### src/hdl/cdq_pkg.sv
package cdq_pkg;

  // Width of the index, count and capacity fields.
  localparam int unsigned CntW = 4;

  // Largest capacity that the register can express.
  localparam int unsigned CapMax = 15;

  // Capacity after reset.
  localparam logic [CntW-1:0] CapReset = 4'd8;

  // Position code reported while the deque is empty.
  localparam logic [CntW-1:0] PosNone = 4'hF;

  // Requested operation of an input beat.
  typedef enum logic [1:0] {
    OpPushFront = 2'd0,
    OpPushRear  = 2'd1,
    OpPopFront  = 2'd2,
    OpPopRear   = 2'd3
  } op_e;

  // Outcome reported with every result beat.
  typedef enum logic [1:0] {
    StatDone  = 2'd0,
    StatFull  = 2'd1,
    StatEmpty = 2'd2
  } status_e;

  // Command broadcast from the controller to every cell of the chain.
  typedef struct packed {
    logic            push_front;
    logic            pop_front;
    logic            push_rear;
    logic [CntW-1:0] count;
  } cmd_t;

endpackage

### src/hdl/cdq_cell.sv
// One cell of the deque chain. Cell number IDX holds the entry that sits IDX
// places behind the front. A push at the front moves every entry one cell back,
// a pop at the front moves every entry one cell forward, and a push at the rear
// lands in the first free cell.
module cdq_cell #(
  parameter int unsigned IDX        = 0,
  parameter int unsigned DATA_WIDTH = 32
) (
  input  logic                  clk_i,
  input  cdq_pkg::cmd_t         cmd_i,
  input  logic [DATA_WIDTH-1:0] value_i,
  input  logic [DATA_WIDTH-1:0] left_i,
  input  logic [DATA_WIDTH-1:0] right_i,
  output logic [DATA_WIDTH-1:0] data_o,
  output logic                  last_o
);

  logic [DATA_WIDTH-1:0] data_q;
  logic [DATA_WIDTH-1:0] data_d;
  logic                  here;

  // This cell is the first free one for a push at the rear.
  assign here = (cmd_i.count == cdq_pkg::CntW'(IDX));

  // Select the word this cell takes in the current cycle.
  always_comb begin
    data_d = data_q;
    if (cmd_i.push_front) begin
      data_d = left_i;
    end else if (cmd_i.pop_front) begin
      data_d = right_i;
    end else if (cmd_i.push_rear && here) begin
      data_d = value_i;
    end
  end

  // Payload storage needs no reset.
  always_ff @(posedge clk_i) begin
    data_q <= data_d;
  end

  assign data_o = data_q;

  // The cell holds the rear entry when the count ends right after it.
  assign last_o = (cmd_i.count == cdq_pkg::CntW'(IDX + 1));

endmodule

### src/hdl/circular_deque.sv
// Channel   Direction  Handshake               Payload
// in        input      in_valid_i / in_ready_o  operation_i, value_i
// out       output     out_valid_o / out_ready_i
//                                               status_o, front/rear position and value,
//                                               count_o, is_empty_o, is_full_o
// capacity  input      capacity_we_i            capacity_i
//
// For an input beat, the cell chain, front index and count update at the edge that
// accepts the beat, and the result register loads once it is empty or being read.
// One beat is in flight at a time.
// After reset the deque is empty and the capacity is 8; no clearing pass runs.
// A stall on the output holds the finished result, and the input stays closed
// until that result has moved into the output register.
module circular_deque #(
  parameter int unsigned DEPTH      = 8,
  parameter int unsigned DATA_WIDTH = 32
) (
  input  logic                          clk_i,
  input  logic                          rst_ni,
  input  logic                          in_valid_i,
  output logic                          in_ready_o,
  input  logic [1:0]                    operation_i,
  input  logic signed [DATA_WIDTH-1:0]  value_i,
  output logic                          out_valid_o,
  input  logic                          out_ready_i,
  output logic [1:0]                    status_o,
  output logic signed [3:0]             front_position_o,
  output logic signed [3:0]             rear_position_o,
  output logic signed [DATA_WIDTH-1:0]  front_value_o,
  output logic signed [DATA_WIDTH-1:0]  rear_value_o,
  output logic [3:0]                    count_o,
  output logic                          is_empty_o,
  output logic                          is_full_o,
  input  logic                          capacity_we_i,
  input  logic [3:0]                    capacity_i
);

  localparam int unsigned CntW  = cdq_pkg::CntW;
  // Capacity never exceeds the register range, so cells past it are never used.
  localparam int unsigned Cells = (DEPTH < cdq_pkg::CapMax) ? DEPTH : cdq_pkg::CapMax;

  logic [CntW-1:0]       cap_q;
  logic [CntW-1:0]       eff_cap;
  logic [CntW-1:0]       front_q, front_d;
  logic [CntW-1:0]       count_q, count_d;
  logic                  pending_q;
  cdq_pkg::status_e      stat_q, stat_d;
  logic                  in_acc;
  logic                  is_full, is_empty;
  logic                  capture;
  cdq_pkg::op_e          op;
  cdq_pkg::cmd_t         cmd;
  logic [DATA_WIDTH-1:0] cell_data [Cells];
  logic [Cells-1:0]      cell_last;
  logic [DATA_WIDTH-1:0] rear_word;
  logic [CntW:0]         rear_sum;
  logic [CntW-1:0]       rear_pos;

  logic                  out_valid_q;
  cdq_pkg::status_e      out_stat_q;
  logic [CntW-1:0]       out_front_pos_q, out_rear_pos_q, out_count_q;
  logic [DATA_WIDTH-1:0] out_front_val_q, out_rear_val_q;
  logic                  out_empty_q, out_full_q;

  assign op         = cdq_pkg::op_e'(operation_i);
  assign in_ready_o = !pending_q;
  assign in_acc     = in_valid_i && in_ready_o;
  assign capture    = pending_q && (!out_valid_q || out_ready_i);

  // A capacity of zero acts as one; anything above the cell count is clamped.
  always_comb begin
    eff_cap = (cap_q == '0) ? CntW'(1) : cap_q;
    if (eff_cap > CntW'(Cells)) begin
      eff_cap = CntW'(Cells);
    end
  end

  assign is_full  = (count_q == eff_cap);
  assign is_empty = (count_q == '0);

  // Next front index, count and status for an accepted beat.
  always_comb begin
    front_d        = front_q;
    count_d        = count_q;
    stat_d         = stat_q;
    cmd.push_front = 1'b0;
    cmd.pop_front  = 1'b0;
    cmd.push_rear  = 1'b0;
    cmd.count      = count_q;
    if (in_acc) begin
      stat_d = cdq_pkg::StatDone;
      unique case (op)
        cdq_pkg::OpPushFront, cdq_pkg::OpPushRear: begin
          if (is_full) begin
            stat_d = cdq_pkg::StatFull;
          end else begin
            count_d = count_q + CntW'(1);
            if (op == cdq_pkg::OpPushFront) begin
              cmd.push_front = 1'b1;
              front_d = (front_q == '0) ? eff_cap - CntW'(1) : front_q - CntW'(1);
            end else begin
              cmd.push_rear = 1'b1;
            end
          end
        end
        cdq_pkg::OpPopFront, cdq_pkg::OpPopRear: begin
          if (is_empty) begin
            stat_d = cdq_pkg::StatEmpty;
          end else begin
            count_d = count_q - CntW'(1);
            if (op == cdq_pkg::OpPopFront) begin
              cmd.pop_front = 1'b1;
              front_d = (front_q + CntW'(1) == eff_cap) ? '0 : front_q + CntW'(1);
            end
          end
        end
        default: begin
          stat_d = cdq_pkg::StatDone;
        end
      endcase
    end
  end

  // Control state; a capacity write also empties the deque.
  always_ff @(posedge clk_i or negedge rst_ni) begin
    if (!rst_ni) begin
      cap_q     <= cdq_pkg::CapReset;
      front_q   <= '0;
      count_q   <= '0;
      pending_q <= 1'b0;
      stat_q    <= cdq_pkg::StatDone;
    end else begin
      stat_q <= stat_d;
      if (capacity_we_i) begin
        cap_q   <= capacity_i;
        front_q <= '0;
        count_q <= '0;
      end else begin
        front_q <= front_d;
        count_q <= count_d;
      end
      if (in_acc) begin
        pending_q <= 1'b1;
      end else if (capture) begin
        pending_q <= 1'b0;
      end
    end
  end

  // The chain of cells, front entry in cell zero.
  for (genvar k = 0; k < Cells; k++) begin : g_cell
    logic [DATA_WIDTH-1:0] left_w, right_w;
    if (k == 0) begin : g_head
      assign left_w = value_i;
    end else begin : g_body
      assign left_w = cell_data[k-1];
    end
    if (k == Cells - 1) begin : g_tail
      assign right_w = cell_data[k];
    end else begin : g_inner
      assign right_w = cell_data[k+1];
    end
    cdq_cell #(
      .IDX       (k),
      .DATA_WIDTH(DATA_WIDTH)
    ) u_cell (
      .clk_i  (clk_i),
      .cmd_i  (cmd),
      .value_i(value_i),
      .left_i (left_w),
      .right_i(right_w),
      .data_o (cell_data[k]),
      .last_o (cell_last[k])
    );
  end

  // Gather the rear word from the one cell that flags itself as last.
  always_comb begin
    rear_word = '0;
    for (int k = 0; k < Cells; k++) begin
      rear_word = rear_word | (cell_data[k] & {DATA_WIDTH{cell_last[k]}});
    end
  end

  // Rear position wraps at the capacity.
  always_comb begin
    rear_sum = {1'b0, front_q} + {1'b0, count_q} - (CntW+1)'(1);
    if (rear_sum >= {1'b0, eff_cap}) begin
      rear_sum = rear_sum - {1'b0, eff_cap};
    end
    rear_pos = rear_sum[CntW-1:0];
  end

  // Result register.
  always_ff @(posedge clk_i or negedge rst_ni) begin
    if (!rst_ni) begin
      out_valid_q <= 1'b0;
    end else if (capture) begin
      out_valid_q <= 1'b1;
    end else if (out_ready_i) begin
      out_valid_q <= 1'b0;
    end
  end

  always_ff @(posedge clk_i) begin
    if (capture) begin
      out_stat_q  <= stat_q;
      out_count_q <= count_q;
      out_empty_q <= is_empty;
      out_full_q  <= is_full;
      if (is_empty) begin
        out_front_pos_q <= cdq_pkg::PosNone;
        out_rear_pos_q  <= cdq_pkg::PosNone;
        out_front_val_q <= '1;
        out_rear_val_q  <= '1;
      end else begin
        out_front_pos_q <= front_q;
        out_rear_pos_q  <= rear_pos;
        out_front_val_q <= cell_data[0];
        out_rear_val_q  <= rear_word;
      end
    end
  end

  assign out_valid_o      = out_valid_q;
  assign status_o         = out_stat_q;
  assign front_position_o = out_front_pos_q;
  assign rear_position_o  = out_rear_pos_q;
  assign front_value_o    = out_front_val_q;
  assign rear_value_o     = out_rear_val_q;
  assign count_o          = out_count_q;
  assign is_empty_o       = out_empty_q;
  assign is_full_o        = out_full_q;

`ifndef SYNTHESIS
  // The count never passes the effective capacity.
  a_count_bound: assert property (@(posedge clk_i) disable iff (!rst_ni)
    count_q <= eff_cap)
    else $error("deque count exceeds capacity");

  // The front index stays inside the capacity.
  a_front_bound: assert property (@(posedge clk_i) disable iff (!rst_ni)
    front_q < eff_cap)
    else $error("front index outside capacity");

  // A successful push grows the count by one.
  a_push_grows: assert property (@(posedge clk_i) disable iff (!rst_ni)
    (in_acc && !capacity_we_i && (op == cdq_pkg::OpPushFront || op == cdq_pkg::OpPushRear)
     && !is_full) |=> (count_q == $past(count_q) + CntW'(1)))
    else $error("push did not grow the count");

  // The empty flag of a result agrees with its count.
  a_empty_flag: assert property (@(posedge clk_i) disable iff (!rst_ni)
    out_valid_q |-> (out_empty_q == (out_count_q == '0)))
    else $error("empty flag disagrees with count");

  // No new beat is taken while a result is still being formed.
  a_one_in_flight: assert property (@(posedge clk_i) disable iff (!rst_ni)
    in_acc |=> !in_ready_o)
    else $error("second beat taken while one is pending");
`endif

endmodule

### config.mk
export PLATFORM = sky130hd
export DESIGN_NAME = circular_deque
export DESIGN_NICKNAME = d
export VERILOG_FILES = /design/src/hdl/cdq_pkg.sv /design/src/hdl/cdq_cell.sv /design/src/hdl/circular_deque.sv
export SDC_FILE = /design/constraint.sdc
export NUM_CORES = 1
export LEC_CHECK = 0
export BUFFER_PORTS_ARGS = -buffer_cell sky130_fd_sc_hd__buf_2
export CAP_MARGIN = 20
export CORE_MARGIN = 4
export CORE_UTILIZATION = 39
export DETAILED_ROUTE_END_ITERATION = 10
export PLACE_DENSITY = 0.62
export SLEW_MARGIN = 10
export SYNTH_ARGS = -nofsm -noshare
export SYNTH_HDL_FRONTEND = slang
export SYNTH_HIERARCHICAL = 1
export SYNTH_SLANG_ARGS = --single-unit
### constraint.sdc
create_clock -name clk_i -period 12.9 [get_ports clk_i]
set_input_delay 2.58 -clock clk_i [delete_from_list [all_inputs] [get_ports clk_i]]
set_output_delay 2.58 -clock clk_i [all_outputs]
set_load 0.01 [all_outputs]
; ---- After elaboration in Yosys (flattened, before gate mapping)
; Cells that the tools add are included.
; Widths: inputs -> output; s select.
[op_classes]
n_addsub = 8
magnitude_cmp = 2
eq_ne = 18
mux = 58
n_bitwise = 15
n_reduce_logical = 33
[op_table]
columns = operator, count
row1 = $mux 32, 24
row2 = $and 32x32->32, 8
row3 = $or 32x32->32, 7
row4 = $mux 4, 15
row5 = $reduce_bool 3->1, 7
row6 = $eq 4x3->1 const B, 4
row7 = $pmux 4 s2, 2
row8 = $mux 1, 14
row9 = $logic_not 4->1, 3
row10 = $ne 3x3->1 const B, 4
row11 = $sub 4x1->4 const B, 3
row12 = $logic_and 1x1->1, 10
row13 = $add 4x1->4 const B, 2
row14 = $eq 4x2->1 const B, 2
row15 = $eq 4x4->1, 2
row16 = $reduce_bool 2->1, 4
row17 = $add 4x4->5, 1
row18 = $ge 5x4->1, 1
row19 = $reduce_and 5->1, 1
row20 = $sub 5x1->5 const B, 1
row21 = $eq 2x2->1 const B, 2
row22 = $eq 4x1->1 const B, 1
row23 = $eq 4x4->1 const B, 1
row24 = $gt 4x4->1 const B, 1
row25 = other kinds (12), 14
[totals]
regBits = 352
input_bits = 43
out_inout_bits = 82
word_cells = 156

; ---- Logic depth before layout (Yosys ltp)
[logic_depth]
depth_word = 12
ltp_mapped = 13
ltp_nobuf = 12

; ---- By module
; The synthesis kept the hierarchy.
[modules_own_cells]
columns = mod, n_inst, cells_per_inst, area_each_um2, seq_area_each_um2
row1 = circular_deque, 1, 493, 5539.1, 2803.9
row2 = cdq_cell (g_cell[3].u_cell ...), 2, 142, 1694.1, 960.9
row3 = cdq_cell (g_cell[2].u_cell ...), 2, 143, 1692.9, 960.9
row4 = cdq_cell (g_cell[6].u_cell), 1, 145, 1696.6, 960.9
row5 = cdq_cell (g_cell[5].u_cell), 1, 142, 1695.4, 960.9
row6 = cdq_cell (g_cell[1].u_cell), 1, 142, 1692.9, 960.9
row7 = cdq_cell (g_cell[0].u_cell), 1, 143, 1691.6, 960.9

; ---- Least setup slack after synthesis
; No wires, ideal clock.
[synth_path]
path_kind = input port to flip-flop
startpoint = input in_valid_i
endpoint = register g_cell[6].u_cell.data_q[0] (enable)
setup_time_ns = 0.466
arrival_ns = 5.636
required_ns = 12.434
path_slack_ns = 6.798
cell_stages = 5
path_buffers = 0
cell_sequence = nor2b_1 nand2_1 nor3_1 nand2b_1 o21ai_0
[synth_lines]
columns = item, line_no
row1 = from (decl), circular_deque.sv:20  ; input logic in_valid_i,
row2 = to (signal assigned), cdq_cell.sv:39  ; data_q <= data_d;
row3 = to (decl), cdq_cell.sv:18  ; logic [DATA_WIDTH-1:0] data_q;

==> impl_metrics.csv <==
group,metric,value,unit
outcome,status,"complete, no violations",
synth,netlist_instances,1635,
synth,synth_edf_count,336,
route,vias,13600,
timing,max_slew_margin,0.153,
clocking,cts_resized,0,
route,wl_met3,4.31,mm
floorplan,start_util,0.397,
route,drtIter0Drc,1548,
grt,grt_pass1_vias,13000,
timing,tns,0,ns
timing,worst_slew_pin_slew,1.27,ns
clocking,htree_num_levels,2,
synth,syn_avg_cell_area,11.7,sq um
route,route.met2.wl,23.2,mm
clocking,numCtsBuffers,41,
floorplan,io_pins,125,
power_and_ir_drop,swShare,0.303,
synth,async_reset_ff_frac,0.0455,
timing,maxSlewViolCount,0,
route,drt-met1-wl,22.3,mm
clocking,cts_hold_buf,0,
floorplan,coreArea,48000,sq um
flow_run,drv_cap,0,
grt,grt_usage,0.186,
synth,synthTopCellsByArea,"edfxtp_1, mux2i_1, o21ai_1, nand2_1, a22oi_1",
timing,timing.hold.ws,0.457,ns
floorplan,dieWidth,229,um
synth,syn_nets,1696,
power_and_ir_drop,p_comb_frac,0.214,
route,top_layer,"met5",
clocking,post_cts_buffers,0,
power_and_ir_drop,internal_power,2.30,mW
floorplan,die_h,229,um
route,drcViolationCount,0,
layout,final_common_cell,"edfxtp_1",
clocking,cts_tree,"done",
synth,synth.top_cell.area_share,0.529,
timing,period_minus_slack,5.34,ns
synth,synth_area,19100,sq um
layout,mostFrequentLayoutCells,"edfxtp_1, nand2_1, mux2i_1",
floorplan,die_area,52600,sq um
power_and_ir_drop,total_power,3.30,mW
clocking,clk_latency,0.57,ns
clocking,clockBufferDepth,3,
clocking,cts.sink_count,352,
timing,fin_ws,7.56,ns
route,vias_per_cell,5.79,
critical_path,cp.arrival,5.55,ns
synth,yosysTopAreaCell,"edfxtp_1",
place,place_hpwl,27.6,mm
timing,finalSetupViolCount,0,
layout,drive_above_1_share,0.153,
layout,syn_to_final_growth,9.87,%
critical_path,cp-start-kind,"primary input",
floorplan,rows,80,
layout,postLayoutCellArea,21000,sq um
timing,skew,0.0163,ns
critical_path,required,13.11,ns
clocking,root_buffer,"clkbuf_16",
synth,ys_ff_latch,352,
timing,period_share,0.414,
timing,finalHoldViolations,0,
critical_path,end_kind,"register",
place,place_congestion,0.787,
power_and_ir_drop,pwr-share-clk,0.325,
clocking,clkTransAtPathRegs,0.06,ns
grt,grt-ovfl-total,0,
power_and_ir_drop,seqPwrFrac,0.461,
grt,grt_max_degree,290,
power_and_ir_drop,switchingPower,998,uW
route,antenna_left,0,
place,pre_cts_slack,6.68,ns
place,placed_cell_area,19700,sq um
grt,antenna_found_initial,5,
route,drtPass1Iterations,6,
critical_path,crit_fanout,289,
route,drt-total-wl,50.6,mm
synth,synth_warnings,6,
synth,yosysSeqAreaShare,0.550,
place,io_buffers,124,
power_and_ir_drop,p_per_area,157,nW/um^2
synth,dominantRegCellSynth,"edfxtp_1",
route,wl_per_cell,21.6,um
layout,num-nets-final,1757,
power_and_ir_drop,p_leak,6.29,nW
power_and_ir_drop,ir_drop,0.137,mV
timing,rsz0062_at_grt,"false",
grt,grt_pass1_wl,78.0,mm
critical_path,worstSetupPathType,"primary input to register",
min_path,hold_class,"register to register",
timing,max_freq,187,MHz
synth,synth.distinct_cells,60,
## power by group through the flow
stage                     clock (mW)  sequential (mW)  combinational [mW]
after floorplan                    0             1.54               0.457
after global placement             0             1.54               0.687
after detailed placement           0             1.54               0.705
after CTS                       1.10             1.52               0.707
after global routing            1.15             1.54               0.772
final                           1.07             1.52               0.706
## worst max-delay path: stages
cell and delay [ns]:
buf_2 0.09, nand2_1 0.16, nor4_2 0.22, buf_4 0.34, buf_16 0.33, buf_12 0.68
a211o_2 0.54, buf_4 0.45
## sequential cells by signal, summed over array words and instances (netlist names)
name / flops
cap_q: 4
count_o: 4
count_q: 4
front_position_o: 4
front_q: 4
front_value_o: 32
g_cell.u_cell/data_o: 256
is_empty_o: 1
is_full_o: 1
out_valid_o: 1
pending_q: 1
rear_position_o: 4
rear_value_o: 32
stat_q: 2
status_o: 2
## routing by layer
metal  vias to the layer above  global-route usage
met5                         -                   0
met4                         2              0.0422
met3                        68              0.0465
met2                       549               0.286
met1                      6642               0.267
li1                       6310                   -
## through the flow
stage	utilization	std cells
final	0.437	2343
after global routing	0.436	2340
after CTS	0.435	2337
after detailed placement	0.411	2266
after global placement	0.411	2266
after floorplan	-	1635
## cell usage after synthesis (all sizes together), types with 4 or more instances
master and number:
a22oi 96, xnor2 10, nor4b 4, ha 16
a211o 4, or2 34, mux2 4, nor2 18
nand3 4, edfxtp 336, nand2 276, nand2b 4
a221oi 32, a21oi 10, xor2 6, o21ai 264
nor3 4, a211oi 5, buf 89, mux2i 262
nand4 35, clkbuf 39, inv 22, dfrtp 15
## final timing paths
kind                                                         end  slack (ns)                  start  depth (start not counted)
max                        g_cell[1].u_cell/data_o[14]$_DFFE_PP_        7.56             in_valid_i                          8
min                                        status_o[0]$_DFFE_PP_        0.46  stat_q[0]$_DFFE_PN0P_                          0
max reg2reg                g_cell[1].u_cell/data_o[14]$_DFFE_PP_        8.43   cap_q[1]$_DFFE_PN0P_                          9
min reg2reg                                status_o[0]$_DFFE_PP_        0.46  stat_q[0]$_DFFE_PN0P_                          0
max in group asynchronous                   cap_q[3]$_DFFE_PN1P_       10.64                 rst_ni                          1
min in group asynchronous                 count_q[3]$_DFFE_PN0P_        1.94                 rst_ni                          1
## cell type report
cell class	instances	area, sq um
fillers	4509	27100
flip-flops and latches	352	10500
multi-input cells	1133	7590
clock buffers	50	1060
repair buffers	146	843
well taps	615	769
clock inverters	21	130
inverters	22	82.6
diodes	4	10.0
## kinds of logic (layout without fill, tap and decap cells)
family	Yosys count	in the layout	share of synthesized area
flip-flops	352	352	0.550
buffers and inverters	150	239	0.0572
AO/OA/AOI/OAI	430	430	0.137
adder cells (fa/ha/maj)	19	19	0.0131
multiplexers	266	266	0.140
XOR/XNOR	16	16	0.00773
AND/OR/NAND/NOR	402	402	0.0962
other	0	4	0
No activity file was read; power rests on OpenSTA's default activity.
